[src/rtl/core/emrg_pkg.sv]
`timescale 1ns / 1ps
`default_nettype none
// ----------------------------------------------------------------------------
// Eller maze row generator package
// Shared widths, label ring commands and status for the row generator.
// ----------------------------------------------------------------------------
package emrg_pkg;

   localparam int LABEL_W    = 6;     // set label width, 0 means empty
   localparam int NUM_LABELS = 64;
   localparam int COL_W      = 6;     // column count, 1..32
   localparam int ROW_W      = 10;    // row index
   localparam int ROWS_W     = 11;    // row count, 1..1024
   localparam int MAX_ROWS   = 1024;
   localparam int RCOIN_W    = 31;
   localparam int WALL_W     = 32;
   localparam int CSR_IDX_W  = 2;
   localparam int CSR_DATA_W = 11;

   localparam logic [CSR_IDX_W-1:0] CSR_MAZE_ROWS = 2'd0;
   localparam logic [CSR_IDX_W-1:0] CSR_MAZE_COLS = 2'd1;

   // operations of the label ring
   typedef enum logic [3:0] {
      ROP_HOLD   = 4'd0,   // no change
      ROP_CLEAR  = 4'd1,   // empty unused columns, reset used mask and bottom bits
      ROP_USED   = 4'd2,   // record label of head column
      ROP_FILL   = 4'd3,   // give head column a fresh label if empty
      ROP_RIGHT  = 4'd4,   // right wall decision, merge on open wall
      ROP_LAST   = 4'd5,   // last row: merge every differing neighbor
      ROP_COUNT  = 4'd6,   // bottom wall from coin and set size
      ROP_OPEN   = 4'd7,   // reopen leftmost cell of a fully walled set
      ROP_FINISH = 4'd8,   // empty cells under a bottom wall
      ROP_WIPE   = 4'd9    // empty all cells
   } ring_op_type;

   typedef struct packed {
      ring_op_type op;
      logic        act;    // head column takes part in this step
      logic        coin;   // coin bit of the head column
   } ring_cmd_type;

   typedef struct packed {
      logic eq;            // head column and its right neighbor share a set
   } ring_stat_type;

endpackage
`default_nettype wire

[src/rtl/core/emrg_label_ring.sv]
`timescale 1ns / 1ps
`default_nettype none
// ----------------------------------------------------------------------------
// Eller maze label ring
// Circular store of per-column set labels and bottom wall bits. Each pass
// rotates the ring by one column per cycle so the column in work always sits
// at position 0; relabel and set searches compare all positions in parallel.
// ----------------------------------------------------------------------------
module emrg_label_ring #(
   parameter int MAX_COLS = 32
) (
   input  logic                        clock,
   input  logic                        reset,
   input  emrg_pkg::ring_cmd_type      cmd,
   input  logic [emrg_pkg::COL_W-1:0]  ncols,
   output emrg_pkg::ring_stat_type     stat,
   output logic [MAX_COLS-1:0]         bw_bits
);

   import emrg_pkg::*;

   logic [LABEL_W-1:0]    lab_ff [MAX_COLS];
   logic [LABEL_W-1:0]    lab_in [MAX_COLS];
   logic [MAX_COLS-1:0]   bwr_ff, bwr_in;
   logic [NUM_LABELS-1:0] used_ff, used_in;

   logic [LABEL_W-1:0] head, nxt, free_lab;
   logic               eq, multi, open, merge;

   assign head    = lab_ff[0];
   assign nxt     = lab_ff[1];
   assign eq      = (head == nxt);
   assign stat.eq = eq;
   assign bw_bits = bwr_ff;

   assign merge = cmd.act && !eq &&
                  ((cmd.op == ROP_LAST) || ((cmd.op == ROP_RIGHT) && !cmd.coin));

   // smallest label not in use, 63 if all others taken
   always_comb begin
      free_lab = LABEL_W'(NUM_LABELS - 1);
      for (int l = NUM_LABELS - 2; l >= 1; l--) begin
         if (!used_ff[l]) free_lab = LABEL_W'(l);
      end
   end

   always_comb begin
      multi = 1'b0;
      open  = 1'b0;
      for (int k = 0; k < MAX_COLS; k++) begin
         if (k != 0 && lab_ff[k] == head) multi = 1'b1;
         if (lab_ff[k] == head && !bwr_ff[k]) open = 1'b1;
      end
   end

   always_comb begin
      for (int k = 0; k < MAX_COLS; k++) lab_in[k] = lab_ff[k];
      bwr_in  = bwr_ff;
      used_in = used_ff;
      unique case (cmd.op)
         ROP_HOLD: begin
         end
         ROP_CLEAR: begin
            for (int k = 0; k < MAX_COLS; k++) begin
               if (COL_W'(k) >= ncols) lab_in[k] = '0;
            end
            used_in = NUM_LABELS'(1);
            bwr_in  = '0;
         end
         ROP_USED: begin
            for (int k = 0; k < MAX_COLS; k++) lab_in[k] = lab_ff[(k + 1) % MAX_COLS];
            if (cmd.act) used_in[head] = 1'b1;
         end
         ROP_FILL: begin
            for (int k = 0; k < MAX_COLS; k++) lab_in[k] = lab_ff[(k + 1) % MAX_COLS];
            if (cmd.act && head == '0) begin
               lab_in[MAX_COLS-1] = free_lab;
               used_in[free_lab]  = 1'b1;
            end
         end
         ROP_RIGHT, ROP_LAST: begin
            for (int k = 0; k < MAX_COLS; k++) begin
               if (merge && lab_ff[(k + 1) % MAX_COLS] == nxt) lab_in[k] = head;
               else lab_in[k] = lab_ff[(k + 1) % MAX_COLS];
            end
         end
         ROP_COUNT: begin
            for (int k = 0; k < MAX_COLS; k++) lab_in[k] = lab_ff[(k + 1) % MAX_COLS];
            bwr_in = {cmd.act && cmd.coin && multi, bwr_ff[MAX_COLS-1:1]};
         end
         ROP_OPEN: begin
            // bits already decided this pass count, so only the leftmost reopens
            for (int k = 0; k < MAX_COLS; k++) lab_in[k] = lab_ff[(k + 1) % MAX_COLS];
            bwr_in = {bwr_ff[0] && open, bwr_ff[MAX_COLS-1:1]};
         end
         ROP_FINISH: begin
            for (int k = 0; k < MAX_COLS; k++) begin
               if (bwr_ff[k]) lab_in[k] = '0;
            end
         end
         ROP_WIPE: begin
            for (int k = 0; k < MAX_COLS; k++) lab_in[k] = '0;
         end
         default: begin
         end
      endcase
   end

   always_ff @(posedge clock) begin
      if (reset) begin
         for (int k = 0; k < MAX_COLS; k++) lab_ff[k] <= '0;
      end else begin
         for (int k = 0; k < MAX_COLS; k++) lab_ff[k] <= lab_in[k];
      end
   end

   always_ff @(posedge clock) begin
      bwr_ff  <= bwr_in;
      used_ff <= used_in;
   end

endmodule
`default_nettype wire

[src/rtl/core/eller_maze_row_generator_top.sv]
`timescale 1ns / 1ps
`default_nettype none
// ----------------------------------------------------------------------------
// Eller maze row generator
// Generates one row of a perfect maze per request from random coin bits,
// keeping per-column set labels and the row counter between requests.
//
//   channel   direction  handshake               payload
//   req_      in         req_valid / req_stall   right_coins, down_coins
//   rsp_      out        rsp_valid / rsp_stall   right/bottom wall bits, row, done
//   csr_      in         csr_wr_en               csr_index, csr_wdata
//
// A row takes the label ring through used, fill, right wall and two bottom
// wall passes (one merge pass on the last row); the ring makes one full
// rotation per pass, one column per cycle.
// Reset is synchronous and clears labels, row counter and control state.
// A new request is taken while a result still waits on rsp_stall; the
// following result waits in the output state until the slot is free.
// ----------------------------------------------------------------------------
module eller_maze_row_generator_top #(
   parameter int MAX_COLS = 32
) (
   input  logic                                clock,
   input  logic                                reset,
   input  logic                                req_valid,
   output logic                                req_stall,
   input  logic [emrg_pkg::RCOIN_W-1:0]        req_right_coins,
   input  logic [emrg_pkg::WALL_W-1:0]         req_down_coins,
   output logic                                rsp_valid,
   input  logic                                rsp_stall,
   output logic [emrg_pkg::WALL_W-1:0]         rsp_right_wall_bits,
   output logic [emrg_pkg::WALL_W-1:0]         rsp_bottom_wall_bits,
   output logic [emrg_pkg::ROW_W-1:0]          rsp_row_number,
   output logic                                rsp_maze_done,
   input  logic                                csr_wr_en,
   input  logic [emrg_pkg::CSR_IDX_W-1:0]      csr_index,
   input  logic [emrg_pkg::CSR_DATA_W-1:0]     csr_wdata
);

   import emrg_pkg::*;

   localparam int CW = $clog2(MAX_COLS);

   typedef enum logic [8:0] {
      ST_IDLE  = 9'b000000001,
      ST_USED  = 9'b000000010,
      ST_FILL  = 9'b000000100,
      ST_RIGHT = 9'b000001000,
      ST_LAST  = 9'b000010000,
      ST_COUNT = 9'b000100000,
      ST_OPEN  = 9'b001000000,
      ST_FIN   = 9'b010000000,
      ST_OUT   = 9'b100000000
   } state_type;

   state_type           state_ff, state_in;
   logic [CW-1:0]       col_ff, col_in;
   logic [ROWS_W-1:0]   rows_ff;
   logic [COL_W-1:0]    cols_ff;
   logic [ROW_W-1:0]    row_ff, row_in;
   logic                last_ff, last_in;
   logic [MAX_COLS-1:0] rc_ff, rc_in, dc_ff, dc_in, rw_ff, rw_in;

   logic                rsp_valid_ff, rsp_valid_in;
   logic [WALL_W-1:0]   rsp_rw_ff, rsp_rw_in, rsp_bw_ff, rsp_bw_in;
   logic [ROW_W-1:0]    rsp_row_ff, rsp_row_in;
   logic                rsp_done_ff, rsp_done_in;

   logic [COL_W-1:0]    ncols, col6;
   logic [ROWS_W-1:0]   nrows;
   logic                last_now, col_last, act_col, act_pair, req_xfer, load;
   logic [MAX_COLS-1:0] col_mask, bw_bits;
   ring_cmd_type        cmd;
   ring_stat_type       stat;

   // column and row counts clamped to their legal ranges
   always_comb begin
      if (cols_ff == '0) ncols = COL_W'(1);
      else if (cols_ff > COL_W'(MAX_COLS)) ncols = COL_W'(MAX_COLS);
      else ncols = cols_ff;
      if (rows_ff == '0) nrows = ROWS_W'(1);
      else if (rows_ff > ROWS_W'(MAX_ROWS)) nrows = ROWS_W'(MAX_ROWS);
      else nrows = rows_ff;
      for (int k = 0; k < MAX_COLS; k++) col_mask[k] = (COL_W'(k) < ncols);
   end

   assign last_now  = (ROWS_W'(row_ff) + ROWS_W'(1)) >= nrows;
   assign col6      = COL_W'(col_ff);
   assign col_last  = (col_ff == CW'(MAX_COLS - 1));
   assign act_col   = (col6 < ncols);
   assign act_pair  = ((col6 + COL_W'(1)) < ncols);
   assign req_stall = (state_ff != ST_IDLE);
   assign req_xfer  = req_valid && !req_stall;
   assign load      = (state_ff == ST_OUT) && (!rsp_valid_ff || !rsp_stall);

   emrg_label_ring #(
      .MAX_COLS (MAX_COLS)
   ) u_ring (
      .clock   (clock),
      .reset   (reset),
      .cmd     (cmd),
      .ncols   (ncols),
      .stat    (stat),
      .bw_bits (bw_bits)
   );

   always_comb begin
      state_in    = state_ff;
      col_in      = col_ff;
      row_in      = row_ff;
      last_in     = last_ff;
      rc_in       = rc_ff;
      dc_in       = dc_ff;
      rw_in       = rw_ff;
      cmd.op      = ROP_HOLD;
      cmd.act     = 1'b0;
      cmd.coin    = 1'b0;
      rsp_rw_in   = rsp_rw_ff;
      rsp_bw_in   = rsp_bw_ff;
      rsp_row_in  = rsp_row_ff;
      rsp_done_in = rsp_done_ff;
      rsp_valid_in = rsp_valid_ff && rsp_stall;

      if (state_ff != ST_IDLE && state_ff != ST_FIN && state_ff != ST_OUT) begin
         col_in = col_last ? '0 : col_ff + CW'(1);
      end

      unique case (state_ff)
         ST_IDLE: begin
            if (req_xfer) begin
               cmd.op   = ROP_CLEAR;
               col_in   = '0;
               rc_in    = MAX_COLS'(req_right_coins);
               dc_in    = MAX_COLS'(req_down_coins);
               last_in  = last_now;
               rw_in    = '0;
               state_in = ST_USED;
            end
         end
         ST_USED: begin
            cmd.op  = ROP_USED;
            cmd.act = act_col;
            if (col_last) state_in = ST_FILL;
         end
         ST_FILL: begin
            cmd.op  = ROP_FILL;
            cmd.act = act_col;
            if (col_last) state_in = ST_RIGHT;
         end
         ST_RIGHT: begin
            cmd.op   = ROP_RIGHT;
            cmd.act  = act_pair;
            cmd.coin = rc_ff[col_ff];
            // rightmost used column is always walled
            rw_in[col_ff] = act_pair ? (rc_ff[col_ff] || stat.eq)
                                     : (col6 == ncols - COL_W'(1));
            if (col_last) state_in = last_ff ? ST_LAST : ST_COUNT;
         end
         ST_LAST: begin
            cmd.op  = ROP_LAST;
            cmd.act = act_pair;
            if (act_pair && !stat.eq) rw_in[col_ff] = 1'b0;
            if (col_last) state_in = ST_FIN;
         end
         ST_COUNT: begin
            cmd.op   = ROP_COUNT;
            cmd.act  = act_col;
            cmd.coin = dc_ff[col_ff];
            if (col_last) state_in = ST_OPEN;
         end
         ST_OPEN: begin
            cmd.op  = ROP_OPEN;
            cmd.act = act_col;
            if (col_last) state_in = ST_FIN;
         end
         ST_FIN: begin
            cmd.op   = last_ff ? ROP_WIPE : ROP_FINISH;
            state_in = ST_OUT;
         end
         ST_OUT: begin
            if (load) begin
               rsp_valid_in = 1'b1;
               rsp_rw_in    = WALL_W'(rw_ff);
               rsp_bw_in    = last_ff ? WALL_W'(col_mask) : WALL_W'(bw_bits);
               rsp_row_in   = row_ff;
               rsp_done_in  = last_ff;
               row_in       = last_ff ? '0 : row_ff + ROW_W'(1);
               state_in     = ST_IDLE;
            end
         end
         default: begin
            state_in = ST_IDLE;
         end
      endcase
   end

   always_ff @(posedge clock) begin
      if (reset) begin
         state_ff     <= ST_IDLE;
         col_ff       <= '0;
         row_ff       <= '0;
         last_ff      <= 1'b0;
         rsp_valid_ff <= 1'b0;
         rows_ff      <= ROWS_W'(16);
         cols_ff      <= COL_W'(16);
      end else begin
         state_ff     <= state_in;
         col_ff       <= col_in;
         row_ff       <= row_in;
         last_ff      <= last_in;
         rsp_valid_ff <= rsp_valid_in;
         if (csr_wr_en && csr_index == CSR_MAZE_ROWS) rows_ff <= csr_wdata[ROWS_W-1:0];
         if (csr_wr_en && csr_index == CSR_MAZE_COLS) cols_ff <= csr_wdata[COL_W-1:0];
      end
   end

   always_ff @(posedge clock) begin
      rc_ff       <= rc_in;
      dc_ff       <= dc_in;
      rw_ff       <= rw_in;
      rsp_rw_ff   <= rsp_rw_in;
      rsp_bw_ff   <= rsp_bw_in;
      rsp_row_ff  <= rsp_row_in;
      rsp_done_ff <= rsp_done_in;
   end

   assign rsp_valid            = rsp_valid_ff;
   assign rsp_right_wall_bits  = rsp_rw_ff;
   assign rsp_bottom_wall_bits = rsp_bw_ff;
   assign rsp_row_number       = rsp_row_ff;
   assign rsp_maze_done        = rsp_done_ff;

endmodule
`default_nettype wire
[config.mk]
export PLATFORM = sky130hd
export DESIGN_NAME = eller_maze_row_generator_top
export DESIGN_NICKNAME = d
export VERILOG_FILES = /design/src/rtl/core/emrg_pkg.sv /design/src/rtl/core/emrg_label_ring.sv /design/src/rtl/core/eller_maze_row_generator_top.sv
export SDC_FILE = /design/constraint.sdc
export NUM_CORES = 1
export LEC_CHECK = 0
export BUFFER_PORTS_ARGS = -buffer_cell sky130_fd_sc_hd__buf_2
export CORE_UTILIZATION = 53
export CTS_BUF_LIST = sky130_fd_sc_hd__clkbuf_2 sky130_fd_sc_hd__clkbuf_4 sky130_fd_sc_hd__clkbuf_8
export DETAILED_ROUTE_END_ITERATION = 6
export PLACE_DENSITY_LB_ADDON = 0.25
export SKIP_LAST_GASP = 1
export SLEW_MARGIN = 40
export SYNTH_ARGS = -nofsm -noshare
export SYNTH_HDL_FRONTEND = slang
export SYNTH_HIERARCHICAL = 1
export SYNTH_SLANG_ARGS = --single-unit
[constraint.sdc]
create_clock -name clock -period 28.9 [get_ports clock]
set_input_delay 5.78 -clock clock [delete_from_list [all_inputs] [get_ports clock]]
set_output_delay 5.78 -clock clock [all_outputs]
set_load 0.02 [all_outputs]
==> impl_metrics.ini <==
[layout]
layoutNonFillerInstCount = 3505
area_growth_pct = 11.0
drive_gt1_frac = 0.183
final_common_cell = nor2_1
n_fill_cell = 4266
mostFrequentLayoutCells = nor2_1, edfxtp_1, dfxtp_1
nets = 2870
post-route-cell-area_sq_um = 30600

[clock_network]
clk_latency_ns = 0.69
clock-sinks = 499
clockBufferDepth = 3
path_clk_slew_ns = 0.06
cts_buffers = 82
cts_tree = done
hold_buffers = 0
cts_setup_buffers = 0
cts-root-buf = clkbuf_8
cts-resized-gates = 0
htree_num_levels = 3

[synth]
yosysSeqAreaShare = 0.459
synth_nets = 2786
synth.largest_area_cell = edfxtp_1
netlist.area_leader.share = 0.288
syn_inst = 2673
netlist_area_sq_um = 27500
ys_seq_elements = 499
synth.distinct_cells = 85
syn_avg_cell_area_sq_um = 10.3
synth_edf_count = 264
yosysWarnings = 6
synth_area_leaders = edfxtp_1, dfxtp_1, a222oi_1
synth_ff_type = edfxtp_1
async_flop_share = 0

[routing]
antenna_left = 0
viasPerCell = 6.71
firstDrtPassIters = 7
dr.first_iter.drc_count = 3971
via_count = 23500
drt-wirelength-per-cell_um = 23.8
drc = 97
wirelength_mm = 83.3

[sta]
fin_worst_skew_ns = 0.0279
rsz0062_at_grt = no
slew_headroom = 0.364
min_period_over_period = 0.285
layout_min_cycle_time_ns = 8.23
fmaxAchievable_mhz = 122
worst_pin_slew_ns = 0.954
tns_ns = 0
finalHoldViolCount = 0
finalSetupViolCount = 0
slew_viol_final = 0

[global_routing]
grt_max_degree = 152
antenna_found_initial = 3
grt_overflow_total = 0
track_usage = 0.309
grt_pass1_wl_mm = 128
grt_pass1_vias = 22100

[worst_setup_path]
crit_type = flip-flop to output port
cp.required_ns = 23.12
max_stage_delay_ns = 0.51
critPathCaptureType = output port
cp_slowest_cell = nor3_1
crit_buf_inv = 2
crit_family = simple AND/OR/NAND/NOR gates
crit_fanout = 8
crit_path_start_kind = flip-flop
cp_cell_sequence = nor3_1, nand2_1, nor2_1, inv_1, buf_2
cp_data_arrival_time_ns = 2.45

[placement]
dpl-instance-area_sq_um = 28700
routabilityCongestion = 0.981
hpwlAfterDp_mm = 51.8
io_buffers = 157
dp.cells = 3352

[run_status]
violations = DRC
status = finished with violations

[die]
pin_count = 158
core_sq_um = 51300
rows = 83
fp.dieW_um = 230
start_util = 0.537
die_area_sq_um = 52900
die_y_um = 230

[hold_path]
hp-class = flip-flop to flip-flop

[power_and_ir_drop]
vdd.ir_drop.worst_v = 0.0000388
power_density_nw_per_um2 = 67.4
p_leak_uw = 0.0117

[job]
cap_viol_max_count = 0
==> path summary, 6_finish.rpt <==
| path | cells after the start | startpoint | slack (ns) | end |
|---|---|---|---|---|
| max | 5 | state_ff[3] | 20.67 | req_stall |
| min | 0 | rw_ff[1] | 0.45 | rsp_right_wall_bits[1] |
| max reg2reg | 15 | col_ff[0] | 23.51 | u_ring/lab_ff[0][175] |
| min reg2reg | 0 | rw_ff[1] | 0.45 | rsp_right_wall_bits[1] |
==> cell type report <==
type / instances / area (sq um) / share of cell area
Inverter: 48 / 180 / 0.00590
Multi-Input combinational cell: 1932 / 14000 / 0.458
Antenna cell: 3 / 7.51 / 0.000246
Clock inverter: 34 / 327 / 0.0107
Clock buffer: 115 / 1450 / 0.0473
Timing Repair Buffer: 194 / 1110 / 0.0363
Sequential cell: 499 / 12600 / 0.414
Tap cell: 680 / 851 / 0.0278
==> logic make-up after synthesis <==
kind of cell	after synthesis	synth area share
AND/OR/NAND/NOR	856	0.170
adder cells (fa/ha/maj)	32	0.0145
XOR/XNOR	382	0.121
AO/OA/AOI/OAI	618	0.175
flip-flops	499	0.459
multiplexers	44	0.0229
buffers and inverters	242	0.0377
==> layer usage <==
metal,vias up,global-route usage,share of wire
li1,10400,-,-
met1,11300,0.424,0.40
met2,1538,0.470,0.45
met3,239,0.0668,0.12
met4,0,0.131,0.035
met5,-,0,0
==> registers in the layout (all words and copies together), names as in the netlist, 5 cells and up <==
signal / cells
dc_ff: 32
rc_ff: 31
rsp_row_number: 10
rsp_right_wall_bits: 32
row_ff: 10
rows_ff: 11
u_ring/used_ff: 62
state_ff: 9
cols_ff: 6
rsp_bottom_wall_bits: 32
u_ring/lab_ff: 192
u_ring/bw_bits: 32
col_ff: 5
rw_ff: 32
==> metrics by stage <==
step | setup slack (ns) | total power [uW] | hold WS [ns] | utilization
after global routing | 20.53 | 2140 | 0.453 | 0.596
after floorplan | 12.12 | 1250 | 0.406 | -
final | 20.67 | 2060 | 0.446 | 0.596
after CTS | 20.68 | 2050 | 0.450 | 0.594
after detailed placement | 20.20 | 1380 | 0.431 | 0.560
after global placement | 20.20 | 1360 | 0.434 | 0.559
==> synthesized netlist by cell type, types with 43 or more instances <==
master,instances
nand3_1,92
a222oi_1,182
nand2_1,127
o22ai_1,68
dfxtp_1,235
o21ai_2,59
clkbuf_1,121
nand4_1,68
xnor2_1,176
edfxtp_1,264
nor4_1,43
xor2_1,206
and3_1,43
nor2_1,311
inv_1,46
a21oi_1,115
==> report_power, final <==
group	internal, uW	leakage, uW	switching, uW
Combinational	128	0.00640	293
Clock	378	0.000929	297
Sequential	871	0.00438	91.5
(Power assumes the default switching activity.)
